===== src/hw/rtl/sik_pkg.sv =====
// Shared types and constants for the sorted key index table.
`timescale 1ns / 1ps

package sik_pkg;

  localparam int TABLE_DEPTH = 64;
  localparam int KEY_BYTES   = 8;

  localparam int KEY_W   = 64;
  localparam int ADDR_W  = 31;
  localparam int CNT_W   = $clog2(TABLE_DEPTH + 1);
  localparam int CAP_W   = 7;
  localparam int CMP_W   = (CNT_W > CAP_W) ? CNT_W : CAP_W;
  localparam int OP_W    = 2;
  localparam int CFG_IDX_W  = 1;
  localparam int CFG_DATA_W = 7;

  localparam logic [KEY_W-1:0] KEY_MASK =
    64'hFFFF_FFFF_FFFF_FFFF >> (KEY_W - 8 * KEY_BYTES);

  localparam logic [OP_W-1:0] OP_INSERT = 2'd0;
  localparam logic [OP_W-1:0] OP_REMOVE = 2'd1;
  localparam logic [OP_W-1:0] OP_SEARCH = 2'd2;

  localparam logic [CFG_IDX_W-1:0] REG_UNIQUE_KEYS = 1'b0;
  localparam logic [CFG_IDX_W-1:0] REG_CAPACITY    = 1'b1;

  localparam logic [CAP_W-1:0] CAPACITY_RESET = 7'd64;

  typedef enum logic {
    ST_IDLE,
    ST_UPDATE
  } sik_state_t;

  typedef struct packed {
    logic cmp;
    logic ins;
    logic rem;
  } sik_cell_ctrl_t;

endpackage


===== src/hw/rtl/sik_cell.sv =====
// One table cell: holds a key and record address, compares and shifts with its neighbors.
`timescale 1ns / 1ps

module sik_cell
  import sik_pkg::*;
(
  input  logic                 clk,
  input  sik_cell_ctrl_t       ctrl,
  input  logic                 occupied,
  input  logic [KEY_W-1:0]     probe_key,
  input  logic [KEY_W-1:0]     new_key,
  input  logic [ADDR_W-1:0]    new_addr,
  input  logic                 left_lt,
  input  logic [KEY_W-1:0]     left_key,
  input  logic [ADDR_W-1:0]    left_addr,
  input  logic [KEY_W-1:0]     right_key,
  input  logic [ADDR_W-1:0]    right_addr,
  output logic [KEY_W-1:0]     cell_key,
  output logic [ADDR_W-1:0]    cell_addr,
  output logic                 lt,
  output logic                 match
);

  logic [KEY_W-1:0]  stored_key;
  logic [ADDR_W-1:0] stored_addr;
  logic              lt_q;
  logic              eq_q;
  logic              first;

  assign first = !lt_q && left_lt;

  always_ff @(posedge clk) begin
    if (ctrl.cmp) begin
      lt_q <= occupied && (stored_key < probe_key);
      eq_q <= occupied && (stored_key == probe_key);
    end
  end

  always_ff @(posedge clk) begin
    if (ctrl.ins) begin
      if (!left_lt) begin
        stored_key  <= left_key;
        stored_addr <= left_addr;
      end else if (!lt_q) begin
        stored_key  <= new_key;
        stored_addr <= new_addr;
      end
    end else if (ctrl.rem) begin
      if (!lt_q) begin
        stored_key  <= right_key;
        stored_addr <= right_addr;
      end
    end
  end

  assign cell_key  = stored_key;
  assign cell_addr = stored_addr;
  assign lt        = lt_q;
  assign match     = first && eq_q;

endmodule


===== config.mk =====
export PLATFORM = sky130hd
export DESIGN_NAME = sik_cell
export DESIGN_NICKNAME = d
export VERILOG_FILES = /design/src/hw/rtl/sik_pkg.sv /design/src/hw/rtl/sik_cell.sv
export SDC_FILE = /design/constraint.sdc
export NUM_CORES = 1
export LEC_CHECK = 0
export ABC_AREA = 1
export ABC_CLOCK_PERIOD_IN_PS = 8100
export BUFFER_PORTS_ARGS = -buffer_cell sky130_fd_sc_hd__buf_4
export CORE_AREA = 2 2 176 178
export DETAILED_ROUTE_END_ITERATION = 16
export DIE_AREA = 0 0 178 180
export PLACE_DENSITY_LB_ADDON = 0.1
export SLEW_MARGIN = 20
export SYNTH_ARGS = -nofsm -noshare
export SYNTH_HDL_FRONTEND = slang
export SYNTH_SLANG_ARGS = --single-unit

===== constraint.sdc =====
create_clock -name clk -period 8.1 [get_ports clk]
set_clock_uncertainty 0.1 [all_clocks]
set_input_delay 0 -clock clk [delete_from_list [all_inputs] [get_ports clk]]
set_output_delay 0 -clock clk [all_outputs]
set_load 0.05 [all_outputs]

# [After elaboration in Yosys (flattened, before gate mapping)]
# Cells that the tools add are included.
[classes] n_addsub=0 n_mul=0 div=0 order_cmp=1 eq_ne=3 shifts=0 mux=10 bitwise_logic=0 n_reduce_logical=7
[op_table] cell="$mux W64" n=5
[op_table] cell="$mux W31" n=5
[op_table] cell="$eq A64 B64 Y1" n=1
[op_table] cell="$lt A64 B64 Y1" n=1
[op_table] cell="$logic_and A1 B1 Y1" n=4
[op_table] cell="$ne A2 B2 Y1 const B" n=2
[op_table] cell="$reduce_and A3 Y1" n=1
[op_table] cell="$reduce_bool A2 Y1" n=1
[op_table] cell="$logic_not A1 Y1" n=1
[totals] ff_bits=97 latchBits=0 mem_bits_rw=0 mem_bits_ro=0 input_bits=355 out_inout_bits=97 memories=0

# [Depth between registers and ports, before layout]
# Gate-level depths: netlist of run 1.
[depth] word_depth=3 depth_mapped=14

# [Least setup slack after synthesis of run 1]
# No wires, ideal clock.
[synth_path] kind="register to register" start="register lt_q (netlist: lt)" end="register stored_addr[0] (netlist: cell_addr[0]) (enable)" setup_ps=581 t_arrival_ps=5361 required_time_ps=7419 slack_ps=2057 stages_incl_launch_ff=2 n_path_buf=0 synth_period_minus_slack_ps=6043 path_cell_list="edfxtp_1 > o22ai_1"
[synth_via] elab_chain_cells=2 elab_cells_between_ends=3 classes_between="2 x eq/ne; 1 x reduce/logical"
[synth_lines] item="from (decl)" line_no="sik_cell.sv:26" text="logic lt_q;"
[synth_lines] item="from (signal assigned)" line_no="sik_cell.sv:34" text="lt_q <= occupied && (stored_key < probe_key);"
[synth_lines] item="$ne A2 B2 Y1 (no line)"
[synth_lines] item="$reduce_and A3 Y1 (no line) *"
[synth_lines] item="to (signal assigned)" line_no="sik_cell.sv:43" text="stored_addr <= left_addr;"
[synth_lines] item="to (signal assigned)" line_no="sik_cell.sv:46" text="stored_addr <= new_addr;"
[synth_lines] item="to (signal assigned)" line_no="sik_cell.sv:51" text="stored_addr <= right_addr;"
[synth_lines] item="to (decl)" line_no="sik_cell.sv:25" text="logic [ADDR_W-1:0] stored_addr;"
# Mark *: on every way between the ends. The rest lies on a longest branch, timed or not.
# A chain may end at the register's enable or synchronous reset.

# [Final worst setup path of run 1]
[layout_path] start="input port ctrl[1] (netlist bit)" end="register stored_key[5] (netlist: cell_key[5]) (enable)"
[layout_via] elab_chain_cells=2 elab_cells_between_ends=3 classes_between="1 x eq/ne; 2 x reduce/logical"
[layout_lines] item="from (decl)" line_no="sik_cell.sv:8" text="input sik_cell_ctrl_t ctrl,"
[layout_lines] item="$ne A2 B2 Y1 (no line) / $reduce_bool A2 Y1 (equally long branches)"
[layout_lines] item="$reduce_and A3 Y1 (no line) *"
[layout_lines] item="to (signal assigned)" line_no="sik_cell.sv:42" text="stored_key <= left_key;"
[layout_lines] item="to (signal assigned)" line_no="sik_cell.sv:45" text="stored_key <= new_key;"
[layout_lines] item="to (signal assigned)" line_no="sik_cell.sv:50" text="stored_key <= right_key;"
[layout_lines] item="to (decl)" line_no="sik_cell.sv:24" text="logic [KEY_W-1:0] stored_key;"
# Marks and branches as above.

==> results by group, run 1 <==
CTS
  • Number of clock sinks: 97
  • Post-CTS Setup Bufs: 0
  • H-tree Lvls: 3
  • Clk_lat worst skew: around 360 ps
  • TritonCTS Buffers: 9
  • CTS tree: done
  • Max Root-Sink Buffers: 2
  • CTS root buffer: clkbuf_16
  • Clock transition at the registers of the reported paths: about 80 ps

Setup path
  • Critical path endpoint category: register
  • CP Max Fanout: 97
  • Crit path arrival time: 2920 ps
  • Crit path launch type: input pin
  • CP Data Required Time: approximately 8000 ps
  • WS Path Type: input pin to register

Timing
  • Final hold viol count: 0
  • RSZ-0062 raised after global routing: no
  • Rel. slew slack: approximately 32%
  • Final Setup Violations: 0
  • Worst Max-Slew Pin Slew: between 1000 and 1500 ps
  • Setup TNS: 0 ps
  • Peak Freq: 331 MHz
  • Final setup margin: between 5000 and 6000 ps
  • Final Cycle Share: 37.3%
  • Period minus WS final: 3020 ps
  • Final Slew Violations: 0

Place
  • DP HPWL: between 20,000 and 25,000 µm
  • DP Area: roughly 10,000 µm²
  • PortBufs: around 450
  • Routability Congestion: 0.775
  • Dpl ws: about 4700 ps

Floorplanning
  • Initial cell density of the core: a little over a fifth
  • Die height: ~180 µm
  • Die area: 32,000 µm²
  • I/O pin cnt: 452
  • Core box area: 30,200 µm²
  • Chip width: approximately 180 µm
  • Cell row count: 64

Detailed routing
  • Wire per inst: 15.7 µm
  • First-pass iteration count of the detailed router: 4
  • Routed WL: ~29,000 µm
  • Antenna-violating nets left: 0
  • # DRC: 0
  • Via count: a little under 8k
  • Vias/cell: roughly 4.3
  • Starting DRT DRC Count: ~270

GRT
  • GRT Residual Overflow: 0
  • Global-route wire length before repair: roughly 43,000 µm
  • Largest net degree at the start of global routing: a little under 100
  • Number of global-route vias before repair: about 8k
  • Tot GR Track Use: ~18%
  • Antenna violations before repair: 1

Synthesis
  • Synthesized cell area: around 6600 µm²
  • Synth cell count leaders: 164 x nand2_1, 145 x o21ai_0, 120 x nor2_1
  • Syn_area_per_cell: about 8.1 µm²
  • Top post-synthesis cells by area: edfxtp_1 44%, ha_1 12%, o21ai_0 11%, nand2_1 9.4%, nor2_1 6.9%
  • Synthesized Nets: about 1.2k
  • Top cell type by total area after synthesis: edfxtp_1
  • Cells after Synth: around 810
  • Number of flops mapped to enable cells by yosys: 97
  • Post-synth ARST share: 0%
  • Top FF cell, synth: edfxtp_1
  • Unique cell type count in the Yosys netlist: 23
  • Yosys top cell area share: between 40% and 50%
  • Yosys Warn Count: 0
  • #FFs+latches synth: 97
  • Post-synthesis sequential area ratio: ~44%
  • Most numerous cell in the Yosys netlist: nand2_1

Cells and area
  • NumNets Final: 1,848
  • Finished Cell Area: around 12,000 µm²
  • Area Growth Syn to Fin: 90.4%
  • Share of layout cells above drive strength 1: between 30 and 40%

Power
  • Leakage: 6.00 nW
  • Total power: 1.84 mW
  • Pwr dens: about 150 nW/µm²
  • Maximum vdd drop: 0.0793 mV

Run status
  • Outcome: finished clean

Flow run
  • Max_cap viols: 0

Worst hold path
  • HP Class: input pin to register
-- state kept, by name, summed over array words and instances (netlist names) --
name and count:
eq_q 1, lt 1, cell_addr 31, cell_key 64
-- worst max-delay path, stage by stage --
cell and delay [ps]:
buf_4 680, clkinv_2 210, o22ai_4 700, buf_4 560, buf_4 560
-- placed cells by master, fill, tap and decap left out --
cell / count
diode_2: 1
ha_1: 64
a21o_1: 4
o21bai_1: 1
nand3b_1: 1
dlygate4sd3_1: 188
clkbuf_16: 9
nor3_1: 5
nand2_1: 164
o21ai_1: 50
inv_1: 82
buf_4: 456
inv_6: 3
inv_8: 1
nand4_1: 4
o21a_1: 1
clkinv_2: 3
nand3_1: 7
edfxtp_1: 97
nor2_1: 120
and3_1: 1
buf_12: 1
o22ai_4: 1
clkinv_4: 1
bufinv_16: 1
a21oi_1: 24
o21ai_0: 145
-- cells by family after synthesis --
| logic type | synth area share (%) |
|---|---|
| flip-flops | 44.4 |
| AO/OA/AOI/OAI | 17.5 |
| AND/OR/NAND/NOR | 17.8 |
| buffers and inverters | 8.13 |
| adder cells (fa/ha/maj) | 12.2 |
-- path summary, 6_finish.rpt --
kind	slack [ps]	startpoint	depth (start not counted)	end
min	30	new_key[46]	3	cell_key[46]
max reg2reg	5320	lt	3	cell_key[5]
max	5080	ctrl[1]	5	cell_key[5]
min reg2reg	830	lt	1	cell_addr[2]
-- metrics by stage --
step                cells  util, %  hold WS (ps)
finish               1831     41.4          28.7
global route         1831     41.4          32.7
CTS                  1830     41.4          23.3
detailed placement   1626     34.1           116
global placement     1625     34.0           120
floorplan             813        -          12.5
-- final cells by class --
class / count / area, µm²
fillers: 3155 / 17700
clock inverters: 7 / 81.3
flip-flops and latches: 97 / 2910
inverters: 84 / 318
clock buffers: 9 / 225
repair buffers: 645 / 5330
multi-input cells: 592 / 3130
diodes: 1 / 2.50
well taps: 396 / 495
-- where the power goes --
| part | switching, mW | internal, mW | leakage (nW) | total [mW] |
|---|---|---|---|---|
| sequential | 0.0276 | 0.624 | 0.971 | 0.652 |
| combinational | 0.397 | 0.326 | 4.87 | 0.723 |
| clock | 0.220 | 0.246 | 0.153 | 0.465 |
| total | 0.644 | 1.20 | 6.00 | 1.84 |
-- layer usage --
metal  global-route usage [%]  vias up  wire (µm)  part of all wire, %
met1                     19.1     3565      10800                   38
met3                     5.46       28       2370                  8.2
met5                        0        -          0                    0
met4                     5.54        0        692                  2.4
met2                     32.4      271      14900                   52
li1                         -     3969          -                    -
-- timing repair --
item,4_1_cts,5_1_grt
resized for setup,0,0
hold buffers,188,0
hold endpoints to repair,97,0
(Power assumes the default switching activity.)
==> run 2, diff against run 1 <==
--- a/config.mk
+++ b/config.mk
@@ -5,8 +5,8 @@
 export SDC_FILE = /design/constraint.sdc
 export NUM_CORES = 1
 export LEC_CHECK = 0
-export ABC_AREA = 1
-export ABC_CLOCK_PERIOD_IN_PS = 8100
+export ABC_AREA = 0
+export ABC_CLOCK_PERIOD_IN_PS = 3200
 export BUFFER_PORTS_ARGS = -buffer_cell sky130_fd_sc_hd__buf_4
 export CORE_AREA = 2 2 176 178
 export DETAILED_ROUTE_END_ITERATION = 16
==> constraint.sdc (replaced) <==
create_clock -name clk -period 3.2 [get_ports clk]
set_clock_uncertainty 0.1 [all_clocks]
set_input_delay 0 -clock clk [delete_from_list [all_inputs] [get_ports clk]]
set_output_delay 0 -clock clk [all_outputs]
set_load 0.05 [all_outputs]
==> run 2 against run 1 <==
The flow now finishes with violations (negative hold slack); non-clock buffer count fell by 20; via count fell by 10%; first-iteration DRC count fell by 8.7%; core utilization fell by 0.43 points; wire length fell by 6.9%; sequential share of layout area rose by 0.24 points; flip-flop and latch count did not move; combinational power rose by 140%; largest cell class unchanged.
==> results by group, run 2 <==
Power
  • Maximum vdd drop: between 0.2 and 0.25 mV
  • Pwr dens: 370 nW/µm²
  • Leakage: between 5 and 6 nW
  • Total power: between 4 and 5 mW

Setup path
  • CP delay by family, top: compound AO/OA/AOI/OAI gates
  • Most numerous cell on the critical path: a21oi_1
  • CP Max Fanout: 3
  • Critical path endpoint category: register
  • Slowest-stage cell, CP: nor4_1
  • CP Data Required Time: 3260 ps
  • Worst R2R Path Depth: 7
  • R2R setup slack: between 700 and 800 ps
  • Crit-path max cell delay: slightly below 500 ps
  • Buf+Inv Stages, Crit Path: 0
  • Crit path launch type: register
  • Crit path arrival time: roughly 2500 ps
  • WS Path Type: register to register
  • Worst path depth: 7
  • Worst-path cell chain: ha_1 > a21o_1 > a21oi_1 > a21oi_1 > nor4_1 > o211ai_1 > a221oi_1

GRT
  • Tot GR Track Use: between 10% and 20%
  • Number of global-route vias before repair: 7,356
  • Largest net degree at the start of global routing: ~110
  • Met2 usage in global routing: a little under a third
  • Grt peak-use layer: met2
  • Met3 GRT Util: around 5.7%
  • Global-route wire length before repair: around 39,000 µm
  • GRT Residual Overflow: 0
  • Antenna violations before repair: 1
  • Met1 Usage GRT: ~16%

Synthesis
  • Synthesized Nets: about 1.1k
  • Top cell type by total area after synthesis: edfxtp_1
  • Synthesized cell area: around 6500 µm²
  • Syn_area_per_cell: 10.1 µm²
  • Top post-synthesis cells by area: edfxtp_1 45%, mux2i_1 15%, ha_1 12%, a21oi_1 9.4%, nor2_1 5.7%
  • Post-synthesis sequential area ratio: 44.7%
  • Number of flops mapped to enable cells by yosys: slightly below 100
  • Yosys Warn Count: 0
  • Top FF cell, synth: edfxtp_1
  • Most numerous cell in the Yosys netlist: a21oi_1
  • #FFs+latches synth: 97
  • Post-synth ARST share: 0%
  • Yosys top cell area share: about 45%
  • Unique cell type count in the Yosys netlist: 29
  • Synth cell count leaders: 123 x a21oi_1, 99 x nor2_1, 97 x edfxtp_1
  • Cells after Synth: roughly 650

CTS
  • Resized cells post-CTS: 0
  • CTS root buffer: clkbuf_16
  • Post-CTS Setup Bufs: 0
  • Clk_lat worst skew: 350 ps
  • Number of clock sinks: between 90 and 100
  • Clock transition at the registers of the reported paths: around 70 ps
  • TritonCTS Buffers: 9
  • CTS tree: done
  • H-tree Lvls: 3
  • CTS Hold Bufs: 170
  • Max Root-Sink Buffers: 2

Floorplanning
  • Chip width: about 180 µm
  • Die height: approximately 180 µm
  • Core box area: 30,200 µm²
  • I/O pin cnt: about 450
  • Initial cell density of the core: ~22%
  • Cell row count: 64
  • Die area: roughly 32,000 µm²

Cells and area
  • Commonest non-fill, non-tap cell in the layout: buf_4
  • Commonest cells after routing, fill and taps aside: 451 x buf_4, 170 x dlygate4sd3_1, 122 x a21oi_1
  • Multi-input logic area: roughly 3200 µm²
  • Fillers: ~3.1k
  • Max reg flops: 64
  • NumNets Final: about 1.7k
  • Area Growth Syn to Fin: 89.7%
  • Register area: just under 3000 µm²
  • Non-filler cells, final: between 1.5k and 2k
  • Share of layout cells above drive strength 1: a little under two fifths

Timing
  • Setup TNS: 0 ps
  • Peak Freq: ~400 MHz
  • WHS: -5.18 ps
  • Final hold viol count: 3
  • Final Setup Violations: 0
  • Final Cycle Share: 75.8%
  • Period minus WS final: about 2400 ps
  • Final Slew Violations: 0
  • Worst Max-Slew Pin Slew: 903 ps
  • Rel. slew slack: between 30 and 40%
  • RSZ-0062 raised after global routing: no

Flow run
  • Max_cap viols: 0

Detailed routing
  • Starting DRT DRC Count: about 240
  • # DRC: 0
  • Via count: 7,025
  • Vias/cell: about 4.3
  • First-pass iteration count of the detailed router: 4
  • Wire per inst: around 16 µm
  • Antenna-violating nets left: 0
  • Routed WL: 26,800 µm

Run status
  • Violations in the final reports: negative hold slack
  • Outcome: finished with violations

Worst hold path
  • HP Class: input pin to register
  • Hold path cells: 3

Place
  • DP Cell Count: roughly 1.5k
  • Routability Congestion: slightly below 0.8
  • PortBufs: between 400 and 500
  • DP HPWL: between 20,000 and 25,000 µm
[run 2: cell types whose count changed after synthesis, moves of 4 or more]
| cell | delta |
|---|---|
| nand4_2 | +4 |
| o21ai_0 | -139 |
| o21ai_1 | -50 |
| inv_1 | -14 |
| mux2i_1 | +95 |
| clkbuf_1 | -4 |
| buf_6 | -7 |
| a21oi_1 | +99 |
| buf_2 | +5 |
| nand4_1 | +5 |
| nand2_1 | -149 |
| nor2_1 | -21 |
[run 2: metal layers]
| layer | vias up | share of wire (%) |
|---|---|---|
| met5 | - | 0 |
| met4 | 0 | 2.0 |
| met3 | 25 | 9.5 |
| met2 | 283 | 53 |
| met1 | 3181 | 35 |
| li1 | 3536 | - |
[run 2: stage by stage]
step / setup slack [ps] / instance area (µm²) / utilization, % / hold WS [ps]
finish: 773 / 12400 / 40.9 / -5.18
global route: 513 / 12400 / 40.9 / 0.0240
CTS: 581 / 12400 / 40.9 / 0.433
detailed placement: 602 / 10300 / 34.2 / 115
global placement: 702 / 10300 / 34.2 / 115
floorplan: 237 / 6530 / - / 12.5
[run 2: final timing paths]
kind	start	to
worst max-delay path	cell_key[58]	lt
worst max register to register	cell_key[58]	lt
worst min-delay path	left_key[61]	cell_key[61]
worst min register to register	cell_key[47]	lt
[run 2: kinds of logic after synthesis]
group,count (synthesis),synth area share [%]
AO/OA/AOI/OAI,146,12.0
adder cells (fa/ha/maj),64,12.3
buffers and inverters,100,5.95
flip-flops,97,44.7
multiplexers,95,14.6
AND/OR/NAND/NOR,144,10.5
[run 2: worst register-to-register path, cell delays in order (launching register included)]
cell	delay [ps]
edfxtp_1	400
ha_1	340
a21o_1	190
a21oi_1	140
a21oi_1	80
nor4_1	490
o211ai_1	210
a221oi_1	280
[run 2: power breakdown]
group          internal, mW  total [mW]  switching (mW)
registers              1.56        1.62          0.0565
logic                 0.809        1.74           0.934
clock network         0.688        1.21           0.523
total                  3.06        4.57            1.51
[run 2: area by class of cell]
cell class	count	area share (%)
diodes	1	0.0202
clock inverters	6	0.739
clock buffers	9	1.82
flip-flops and latches	97	23.6
repair buffers	625	41.7
well taps	396	4.01
inverters	68	2.07
multi-input cells	449	26.1
==> run 3, diff against run 2 <==
--- a/config.mk
+++ b/config.mk
@@ -6,7 +6,7 @@
 export NUM_CORES = 1
 export LEC_CHECK = 0
 export ABC_AREA = 0
-export ABC_CLOCK_PERIOD_IN_PS = 3200
+export ABC_CLOCK_PERIOD_IN_PS = 2400
 export BUFFER_PORTS_ARGS = -buffer_cell sky130_fd_sc_hd__buf_4
 export CORE_AREA = 2 2 176 178
 export DETAILED_ROUTE_END_ITERATION = 16
==> constraint.sdc (replaced) <==
create_clock -name clk -period 2.4 [get_ports clk]
set_clock_uncertainty 0.1 [all_clocks]
set_input_delay 0 -clock clk [delete_from_list [all_inputs] [get_ports clk]]
set_output_delay 0 -clock clk [all_outputs]
set_load 0.05 [all_outputs]
==> run 3 against run 2 <==
The run still ends with negative hold slack left; first-iteration DRC count shrank 27%; wire length down 1.0%; worst hold slack gained 5.0 ps; flip-flop and latch count is the same; power grew 32%; via count fell by 0.13%; core utilization grew 0.57 points; clock power grew 25%; global-route usage fell by 0.26 points; largest cell class unchanged; largest power group unchanged.
==> results by group, run 3 (synthesized netlist as in run 2, its figures left out) <==
Detailed routing
  • Wire per inst: 15.9 µm
  • Antenna-violating nets left: 0
  • Vias/cell: roughly 4.2
  • First-pass iteration count of the detailed router: 4
  • Starting DRT DRC Count: ~180
  • Via count: about 7.0k
  • Routed WL: 26,500 µm
  • # DRC: 0

Timing
  • Worst Max-Slew Pin Slew: around 600 ps
  • Peak Freq: around 450 MHz
  • Final Cycle Share: between 90% and 100%
  • Final Slew Violations: 0
  • Setup TNS: 0 ps
  • RSZ-0062 raised after global routing: no
  • WHS: -0.218 ps
  • Rel. slew slack: about three fifths
  • Final hold viol count: 1
  • Final Setup Violations: 0
  • Period minus WS final: between 2000 and 2500 ps

GRT
  • Global-route wire length before repair: around 39,000 µm
  • Largest net degree at the start of global routing: a little under 100
  • Number of global-route vias before repair: a little over 7k
  • GRT Residual Overflow: 0
  • Tot GR Track Use: 16.0%
  • Antenna violations before repair: 3

Power
  • Pwr dens: 480 nW/µm²
  • Leakage: 6.02 nW
  • Maximum vdd drop: 0.238 mV

Cells and area
  • Commonest non-fill, non-tap cell in the layout: buf_4
  • Commonest cells after routing, fill and taps aside: 455 x buf_4, 175 x dlygate4sd3_1, 121 x a21oi_1
  • Non-filler cells, final: ~1.7k
  • Max reg flops: 64
  • Area Growth Syn to Fin: 92.3%
  • Share of layout cells above drive strength 1: approximately two fifths
  • NumNets Final: between 1.5k and 2k

CTS
  • Clk_lat worst skew: between 300 and 400 ps
  • CTS root buffer: clkbuf_16
  • H-tree Lvls: 3
  • CTS tree: done
  • TritonCTS Buffers: 9
  • Max Root-Sink Buffers: 2
  • Number of clock sinks: between 90 and 100
  • Clock transition at the registers of the reported paths: 80 ps

Floorplanning
  • Die area: approximately 32,000 µm²
  • Cell row count: 64
  • Core box area: 30,200 µm²
  • Chip width: ~180 µm
  • Initial cell density of the core: around 22%
  • I/O pin cnt: 452
  • Die height: roughly 180 µm

Setup path
  • WS Path Type: register to register
  • Crit-path max cell delay: 610 ps
  • CP Max Fanout: 4
  • Slowest-stage cell, CP: a2111oi_1
  • Worst-path cell chain: ha_1 > nand4_4 > a2111oi_1 > nor4_4 > o211ai_1 > a221oi_1
  • Crit path launch type: register
  • Critical path endpoint category: register
  • Crit path arrival time: ~2200 ps
  • CP Data Required Time: between 2000 and 2500 ps
  • Worst R2R Path Depth: 6

Place
  • PortBufs: 451
  • DP Cell Count: 1,471
  • DP HPWL: 21,300 µm
  • Routability Congestion: between 0.7 and 0.8

Run status
  • Outcome: finished with violations
  • Violations in the final reports: negative hold slack

Worst hold path
  • HP Class: input pin to register
  • Hold path cells: 3

Flow run
  • Max_cap viols: 0
==> run 3: final cells by class <==
| class | instances | area, µm² |
|---|---|---|
| fill | 3064 | 17700 |
| timing repair buffer | 638 | 5310 |
| multi-input combinational | 449 | 3260 |
| sequential | 97 | 2910 |
| tap | 396 | 495 |
| inverter | 68 | 255 |
| clock buffer | 9 | 225 |
| clock inverter | 7 | 68.8 |
| antenna | 3 | 7.51 |
==> run 3: power breakdown <==
part | switching, mW | internal [mW] | total, mW
combinational | 1.25 | 1.11 | 2.35
clock | 0.703 | 0.811 | 1.51
sequential | 0.0743 | 2.08 | 2.15
total | 2.03 | 4.00 | 6.02
==> run 3: timing repair <==
item	in CTS	in global routing
gates resized for setup	1	4
hold buffers	174	1
endpoints found under the setup margin	2	2
setup buffers	2	0
cloned	0	0
endpoints found under the hold margin	97	1
pin swaps	2	1
==> run 3: metrics by stage <==
| stage | power, mW | hold WS (ps) | setup slack (ps) | instance area, µm² | utilization (%) |
|---|---|---|---|---|---|
| after CTS | 6.13 | 0.0571 | 36.2 | 12500 | 41.4 |
| after global routing | 6.37 | 1.03 | 0.244 | 12500 | 41.5 |
| after floorplan | 3.33 | 12.5 | -558 | 6530 | - |
| after global placement | 4.28 | 116 | -74.4 | 10400 | 34.6 |
| final | 6.02 | -0.218 | 166 | 12500 | 41.5 |
| after detailed placement | 4.28 | 116 | -107 | 10400 | 34.6 |
==> run 3: worst paths after layout <==
path | start | to | slack (ps)
hold / removal | new_addr[25] | cell_addr[25] | -0.2
setup / recovery | cell_key[63] | lt | 170
hold reg to reg | cell_key[47] | lt | 770
setup reg to reg | cell_key[63] | lt | 170
==> run 3: worst max-delay path: cells and delay by family, from the launching register on <==
kind / cells / cell delay, ps
DFF: 1 / 420
AOI/OAI and AO/OA: 3 / 810
adders and majority gates: 1 / 380
and+or+nand+nor: 2 / 230
==> run 3: routing by layer <==
| layer | GRT usage [%] | vias up | wire length, µm |
|---|---|---|---|
| met3 | 5.52 | 22 | 2560 |
| met1 | 16.8 | 3145 | 9660 |
| met5 | 0 | - | 0 |
| met4 | 3.93 | 0 | 383 |
| li1 | - | 3577 | - |
| met2 | 29.9 | 272 | 13900 |
